### config.mk
export PLATFORM = sky130hd
export DESIGN_NAME = tcw_sweep
export DESIGN_NICKNAME = d
export VERILOG_FILES = /design/src/design/text_console_writer_macros.svh /design/src/design/tcw_pkg.sv /design/src/design/tcw_sweep.sv
export SDC_FILE = /design/constraint.sdc
export NUM_CORES = 1
export LEC_CHECK = 0
export BUFFER_PORTS_ARGS = -buffer_cell sky130_fd_sc_hd__buf_2
export CORE_MARGIN = 8
export CORE_UTILIZATION = 45
export DETAILED_ROUTE_END_ITERATION = 8
export MAX_ROUTING_LAYER = met4
export PLACE_DENSITY = 0.84
export RECOVER_POWER = 50
export SYNTH_ARGS = -nofsm -noshare
export SYNTH_HDL_FRONTEND = slang
export SYNTH_SLANG_ARGS = --single-unit
### constraint.sdc
create_clock -name i_clk -period 1.55 [get_ports i_clk]
set_input_delay 0.2325 -clock i_clk [delete_from_list [all_inputs] [get_ports i_clk]]
set_output_delay 0.2325 -clock i_clk [all_outputs]
set_load 0.1 [all_outputs]
### src/design/text_console_writer_macros.svh
// Assertion macros used by the text console writer top level.
`ifndef TEXT_CONSOLE_WRITER_MACROS_SVH
`define TEXT_CONSOLE_WRITER_MACROS_SVH

// An antecedent that must be met by a consequent in the same cycle.
`define TCW_ASSERT_SAME(label, ante, cons) \
    label: assert property (@(posedge i_clk) disable iff (!i_rst_n) \
        (ante) |-> (cons)) else $error("text console writer check failed");

// An antecedent that must be met by a consequent in the following cycle.
`define TCW_ASSERT_NEXT(label, ante, cons) \
    label: assert property (@(posedge i_clk) disable iff (!i_rst_n) \
        (ante) |=> (cons)) else $error("text console writer check failed");

`endif

### src/design/tcw_pkg.sv
// Types and constants shared by the text console writer modules.
package tcw_pkg;

    localparam int COLUMNS    = 80;
    localparam int ROWS       = 25;
    localparam int CELL_COUNT = COLUMNS * ROWS;
    localparam int ADDR_W     = $clog2(CELL_COUNT);
    localparam int COL_W      = $clog2(COLUMNS);
    localparam int CELL_W     = 16;

    localparam int REQ_TYPE_W   = 2;
    localparam int CODE_W       = 8;
    localparam int INDEX_W      = 11;
    localparam int CURSOR_POS_W = 11;
    localparam int ATTR_W       = 8;
    localparam int CFG_IDX_W    = 1;

    localparam logic [REQ_TYPE_W-1:0] REQ_PUT   = 2'd0;
    localparam logic [REQ_TYPE_W-1:0] REQ_CLEAR = 2'd1;
    localparam logic [REQ_TYPE_W-1:0] REQ_READ  = 2'd2;

    localparam logic [CFG_IDX_W-1:0] REG_TEXT_ATTR   = 1'b0;
    localparam logic [CFG_IDX_W-1:0] REG_SCROLL_ATTR = 1'b1;

    localparam logic [CODE_W-1:0] SPACE_CODE   = 8'h20;
    localparam logic [CODE_W-1:0] NEWLINE_CODE = 8'h0a;
    localparam logic [ATTR_W-1:0] TEXT_ATTR_RESET   = 8'h0f;
    localparam logic [ATTR_W-1:0] SCROLL_ATTR_RESET = 8'h00;

    typedef struct packed {
        logic [REQ_TYPE_W-1:0] req_type;
        logic [CODE_W-1:0]     char_code;
        logic [INDEX_W-1:0]    cell_index;
    } t_request;

    typedef struct packed {
        logic [CURSOR_POS_W-1:0] cursor_pos;
        logic                    scrolled;
        logic [CODE_W-1:0]       read_char;
        logic [ATTR_W-1:0]       read_attr;
    } t_result;

    typedef struct packed {
        logic              load;
        logic              step;
        logic [ADDR_W-1:0] first;
        logic [ADDR_W-1:0] last;
    } t_sweep_ctl;

endpackage

### src/design/tcw_sweep.sv
// Shared address counter and end compare that steps through runs of cells.
module tcw_sweep (
    input  logic                      i_clk,
    input  logic                      i_rst_n,
    input  tcw_pkg::t_sweep_ctl       i_ctl,
    output logic [tcw_pkg::ADDR_W-1:0] o_addr,
    output logic                      o_last
);

    logic [tcw_pkg::ADDR_W-1:0] r_addr;
    logic [tcw_pkg::ADDR_W-1:0] r_last;

    always_ff @(posedge i_clk) begin
        if (!i_rst_n) begin
            r_addr <= '0;
            r_last <= tcw_pkg::ADDR_W'(tcw_pkg::CELL_COUNT - 1);
        end else if (i_ctl.load) begin
            r_addr <= i_ctl.first;
            r_last <= i_ctl.last;
        end else if (i_ctl.step) begin
            r_addr <= r_addr + tcw_pkg::ADDR_W'(1);
        end
    end

    assign o_addr = r_addr;
    assign o_last = (r_addr == r_last);

endmodule

==> results of run 1 <==
==> cell usage after synthesis (all sizes together) <==
| master | n |
|---|---|
| a21oi | 10 |
| and3 | 1 |
| and4 | 1 |
| buf | 4 |
| clkbuf | 2 |
| clkinv | 1 |
| dfxtp | 22 |
| ha | 1 |
| inv | 1 |
| mux2i | 13 |
| nand2 | 13 |
| nand3 | 3 |
| nand4 | 7 |
| nor2 | 8 |
| nor3 | 3 |
| nor3b | 4 |
| o21ai | 4 |
| o22ai | 4 |
| xnor2 | 16 |
| xor2 | 5 |
==> through the flow <==
stage / utilization (%) / instances
3_3_place_gp: 57.32 / 185
2_1_floorplan: - / 123
3_5_place_dp: 57.32 / 185
5_1_grt: 65.73 / 200
4_1_cts: 64.75 / 199
6_report: 65.73 / 200
==> report_power, final <==
| part | total (mW) | internal (mW) | leakage (nW) | switching [mW] |
|---|---|---|---|---|
| clock network | 0.328 | 0.144 | 0.0210 | 0.184 |
| logic | 0.410 | 0.146 | 0.513 | 0.264 |
| registers | 0.638 | 0.599 | 0.188 | 0.0384 |
| total | 1.38 | 0.889 | 0.721 | 0.486 |
==> path summary, 6_finish.rpt <==
check                                  to
worst min register to register  r_last[8]
worst min-delay path            r_last[8]
worst max-delay path               o_last
worst max register to register  o_addr[6]
==> cell type report <==
cell class | count | area (µm²) | area share (%)
multi-input combinational | 93 | 721.9 | 45.58
sequential | 22 | 491.7 | 31.04
timing repair buffer | 49 | 289.0 | 18.25
tap | 30 | 37.54 | 2.370
clock buffer | 4 | 36.28 | 2.291
inverter | 2 | 7.507 | 0.4739
==> state kept, by name, summed over array words and instances (netlist names) <==
register and cells:
o_addr 11, r_last 11
==> cell families (layout without fill, tap and decap cells) <==
| kind of cell | Yosys count | count (layout) | share of synthesized area (%) |
|---|---|---|---|
| AOI/OAI and AO/OA | 18 | 18 | 8.558 |
| muxes | 13 | 13 | 11.71 |
| DFF | 22 | 22 | 39.64 |
| adders and majority gates | 1 | 1 | 1.126 |
| and+or+nand+nor | 40 | 40 | 19.26 |
| xor gates and xnor gates | 21 | 21 | 16.55 |
| buffers and inverters | 8 | 55 | 3.153 |
==> worst max-delay path, stage by stage, from the launching register on <==
cell and delay [ns]:
dfxtp_4 0.38, xnor2_1 0.17, nand4_1 0.20, nor3_4 0.25
buf_12 0.20
==> routing by layer <==
layer / vias up / routed length (µm)
li1: 523 / -
met1: 499 / 1366
met2: 51 / 1717
met3: 10 / 186
met4: 0 / 108
met5: - / 0
==> timing repair <==
item                       in CTS  in global routing
hold buffers                    0                  0
gates resized for setup        14                  5
pin swaps                       7                  4
setup buffers                  10                  1
setup endpoints to repair       1                  2
==> results by group, run 1 <==
Floorplanning
  • Core Region: approximately 0.0024 mm²
  • Die Footprint: 0.004315 mm²
  • Chip height: 65.69 µm
  • Initial Util: 46.11%
  • Std cell rows: 18
  • Die Wd: 65.69 µm
  • Top-level I/O count: 38

STA
  • Unrepaired setup endpoints after global routing: true
  • Smallest hold slack: 0.1225 ns
  • Slew @ Worst Pin: approximately 0.9 ns
  • Slew Limit Fails: 0
  • Final Hold Fails: 0
  • Final setup vio count: 1
  • Tcrit/Tclk final: 113.0%
  • Slew HR: 38.38%
  • Minimum clock period: 1.752 ns
  • Max Freq: 570.9 MHz
  • Setup TNS: -0.2016 ns
  • Final WS setup: -0.2016 ns
  • Worst Clk Skew: 0.003959 ns

Placed design
  • Port-buffer cells: 37
  • GP Congestion: 0.8985
  • Final HPWL DP: about 2.2 mm
  • Worst slack at placement: 0.1479 ns
  • Post-placement cell area: 0.001381 mm²

Hold path
  • Worst hold path stage count: 3
  • Min-Delay Path Class: input pin to flip-flop
  • Hold_sp: i_ctl[8]

Layout
  • Share of layout cells above drive strength 1: 50.00%
  • Final Cell Area: 0.001584 mm²
  • Commonest non-fill, non-tap cells in the layout: buf_2, mux2i_1, nand2_1
  • N_diodes: 0
  • Fin nets: ~200
  • Area growth syn-to-layout: 42.57%
  • Fill cells: a little under 200
  • Commonest non-fill, non-tap cell in the layout: buf_2

Worst setup path
  • R2R Path Start: o_addr[0]
  • CP Data Arrival Time: 1.52 ns
  • R2R setup slack: 0.16 ns
  • Setup CP Type: flip-flop to primary output
  • Worst-path fanout max: 2
  • Crit path launch: o_addr[0]
  • Required time of the critical path: 1.32 ns
  • Reg2reg path depth: 6
  • Crit start category: flip-flop
  • CP endpoint kind: primary output

CTS
  • Clock Tree Buf Depth: 2
  • CTS tree: done
  • CTS Root Cell: clkbuf_4
  • Clk sinks: 22
  • CTS H-tree depth: 1
  • Clock transition at path regs: 0.13 ns
  • Latest clock arrival within the worst-skew pair: 0.32 ns
  • Cts bufs inserted: 3

Drt
  • Pre-antenna DRT Iters: 4
  • Detailed-route wire length: 3.378 mm
  • DRT antenna net count: 0
  • Via count: 1083
  • Drt via density: 5.415
  • Initial DRC Count: 52
  • Residual DRC count: 0
  • WL/cell: 16.89 µm

Global routing
  • Vias in the first global route: 1163
  • Met1 Use GR: 18.57%
  • Total track usage: 16.42%
  • GR Layer Usage met3: 3.231%
  • Grt ovf: 0
  • GRT busiest layer: met2
  • Largest net degree at the start of global routing: 18
  • Initial antenna violation count: 0
  • Grt met2 use: 26.67%
  • First-pass GRT wire length: 5.395 mm

Synth
  • Syn Nets: 150
  • Post-Synthesis Cell Area: roughly 0.0011 mm²
  • Cells after Synth: 123
  • Yosys reg bits: 22
  • Yosys cell types: 22
  • Sequential area share after synthesis: between 30% and 40%
  • Synth warn: 0
  • Synth top area share: 39.64%
  • Cell taking the most area after synthesis: dfxtp_1
  • Syn Area/Cell: 9.033 µm²
  • Largest cells by area after synthesis: dfxtp_1, xnor2_1, mux2i_1

Status
  • Status: finished, violations left
  • Failing checks: setup timing

Run
  • Max cap viols: 0

Power
  • Worst VDD drop: 0.8031 mV
  • LEAKAGE: between 0.7 and 0.8 nW
  • Total Power: 1.376 mW
  • Power per Cell Area: 868.5 mW/mm²
No activity file was read; power rests on OpenSTA's default activity.
==> inputs of run 2 (changes only) <==
--- a/config.mk
+++ b/config.mk
@@ -7,10 +7,11 @@
 export LEC_CHECK = 0
 export BUFFER_PORTS_ARGS = -buffer_cell sky130_fd_sc_hd__buf_2
 export CORE_MARGIN = 8
-export CORE_UTILIZATION = 45
+export CORE_UTILIZATION = 41
+export CTS_BUF_LIST = sky130_fd_sc_hd__clkbuf_2
 export DETAILED_ROUTE_END_ITERATION = 8
 export MAX_ROUTING_LAYER = met4
-export PLACE_DENSITY = 0.84
+export PLACE_DENSITY = 0.67
 export RECOVER_POWER = 50
 export SYNTH_ARGS = -nofsm -noshare
 export SYNTH_HDL_FRONTEND = slang
==> results by group, run 2 (synthesis results as in run 1) <==
Status
  • Status: finished, violations left
  • Failing checks: setup timing

Power
  • Switching portion of total power: 33.07%
  • Seq pwr share: 43.9%
  • LEAKAGE: 0.7099 nW
  • Total Power: about 1.5 mW
  • Gate power share: 27.8%
  • Net Sw Power: ~480 µW
  • Power per Cell Area: 909.6 mW/mm²
  • Worst VDD drop: around 0.59 mV
  • Clock group share of total power: 28.3%
  • Int Pwr: 971.9 µW

Placed design
  • Worst slack at placement: 0.1788 ns
  • Post-placement cell area: 0.001395 mm²
  • Dpl cells: 186
  • Port-buffer cells: 37
  • Final HPWL DP: roughly 2.2 mm
  • GP Congestion: roughly 0.83

CTS
  • Clk sinks: 22
  • CTS tree: done
  • CTS H-tree depth: 1
  • Hold_buf cts: 0
  • CTS Root Cell: clkbuf_2
  • Latest clock arrival within the worst-skew pair: about 0.35 ns
  • Cts bufs inserted: 3
  • Clock transition at path regs: ~0.23 ns
  • Clock Tree Buf Depth: 2

Global routing
  • Total track usage: 13.54%
  • Vias in the first global route: 976
  • Grt ovf: 0
  • First-pass GRT wire length: between 4 and 5 mm
  • Largest net degree at the start of global routing: 25
  • Initial antenna violation count: 0

Floorplanning
  • Std cell rows: 19
  • Die Wd: 68.06 µm
  • Chip height: 68.06 µm
  • Die Footprint: 0.004631 mm²
  • Core Region: 0.002663 mm²
  • Top-level I/O count: 38
  • Initial Util: roughly two fifths

Worst setup path
  • CP Data Arrival Time: 1.56 ns
  • CP endpoint kind: primary output
  • Worst-path fanout max: 5
  • Crit start category: flip-flop
  • Setup CP Type: flip-flop to primary output
  • Required time of the critical path: 1.32 ns

Layout
  • Final core utilization: between 50 and 60%
  • N_diodes: 0
  • Non-Filler Instances: 204
  • Commonest non-fill, non-tap cells in the layout: buf_2, buf_4, mux2i_1, nand2_1, xnor2_1
  • Final Cell Area: 0.001597 mm²
  • Share of layout cells above drive strength 1: roughly 46%
  • Fin nets: 201
  • Area growth syn-to-layout: 43.69%
  • Commonest non-fill, non-tap cell in the layout: buf_2
  • Fill cells: 248

STA
  • Slew HR: around 67%
  • Final setup vio count: 1
  • Worst Clk Skew: 0.01543 ns
  • Minimum clock period: 1.788 ns
  • Max Freq: 559.2 MHz
  • Final WS setup: -0.2383 ns
  • Unrepaired setup endpoints after global routing: true
  • Slew @ Worst Pin: 0.5013 ns
  • Slew Limit Fails: 0
  • Final Hold Fails: 0
  • Smallest hold slack: 0.07480 ns
  • Tcrit/Tclk final: 115.4%
  • Setup TNS: -0.2383 ns

Drt
  • Residual DRC count: 0
  • Via count: 1056
  • Initial DRC Count: 56
  • Pre-antenna DRT Iters: 4
  • WL/cell: 15.24 µm
  • DRT antenna net count: 0
  • Detailed-route wire length: 3.108 mm
  • Drt via density: 5.176

Run
  • Max cap viols: 0

Hold path
  • Min-Delay Path Class: input pin to flip-flop
run 2: cell count changes in the layout (fill, tap and decap cells not counted), sizes merged:
cell	before	now
clkbuf	7	8
buf	46	47
bufinv	0	1
run 2: final timing paths:
check | startpoint | endpoint | slack [ns] | cells past startpoint
worst max-delay path | o_addr[5] | o_last | -0.24 | 4
worst min-delay path | i_ctl[10] | r_last[10] | 0.07 | 3
worst max register to register | o_addr[0] | o_addr[4] | 0.12 | 6
worst min register to register | r_last[3] | r_last[3] | 0.52 | 2
run 2: worst max-delay path: stages (launching register included):
cell	delay, ns
dfxtp_4	0.41
xnor2_1	0.18
nand4_1	0.17
nor3_4	0.25
buf_12	0.20
run 2: what timing repair did:
item                                    in CTS  in global routing
gates cloned                                 0                  0
setup buffers                                5                  9
endpoints found under the setup margin       1                  5
pin swaps                                    3                  4
resized for setup                            5                 10
run 2: per-layer routing:
metal | vias to the layer above | share of wire, % | GRT usage [%] | wire length, µm
li1 | 529 | - | - | -
met1 | 483 | 42 | 16.24 | 1310
met2 | 33 | 50 | 22.16 | 1563
met3 | 11 | 5.1 | 2.128 | 157
met4 | 0 | 2.4 | 5.371 | 76
met5 | - | 0 | - | 0
run 2: power groups by stage:
stage,Combinational [mW],Clock (mW),Sequential (mW)
2_1_floorplan,0.127,0,0.785
3_3_place_gp,0.332,0,0.656
3_5_place_dp,0.335,0,0.660
4_1_cts,0.365,0.411,0.639
5_1_grt,0.431,0.430,0.642
6_report,0.404,0.411,0.637
run 2: final cells by class:
class	instances	area (µm²)	area share (%)
multi-input combinational	93	676.9	42.40
sequential	22	488.0	30.56
timing repair buffer	52	340.3	21.32
tap	31	38.79	2.429
clock inverter	1	30.03	1.881
clock buffer	3	15.01	0.9404
inverter	2	7.507	0.4702
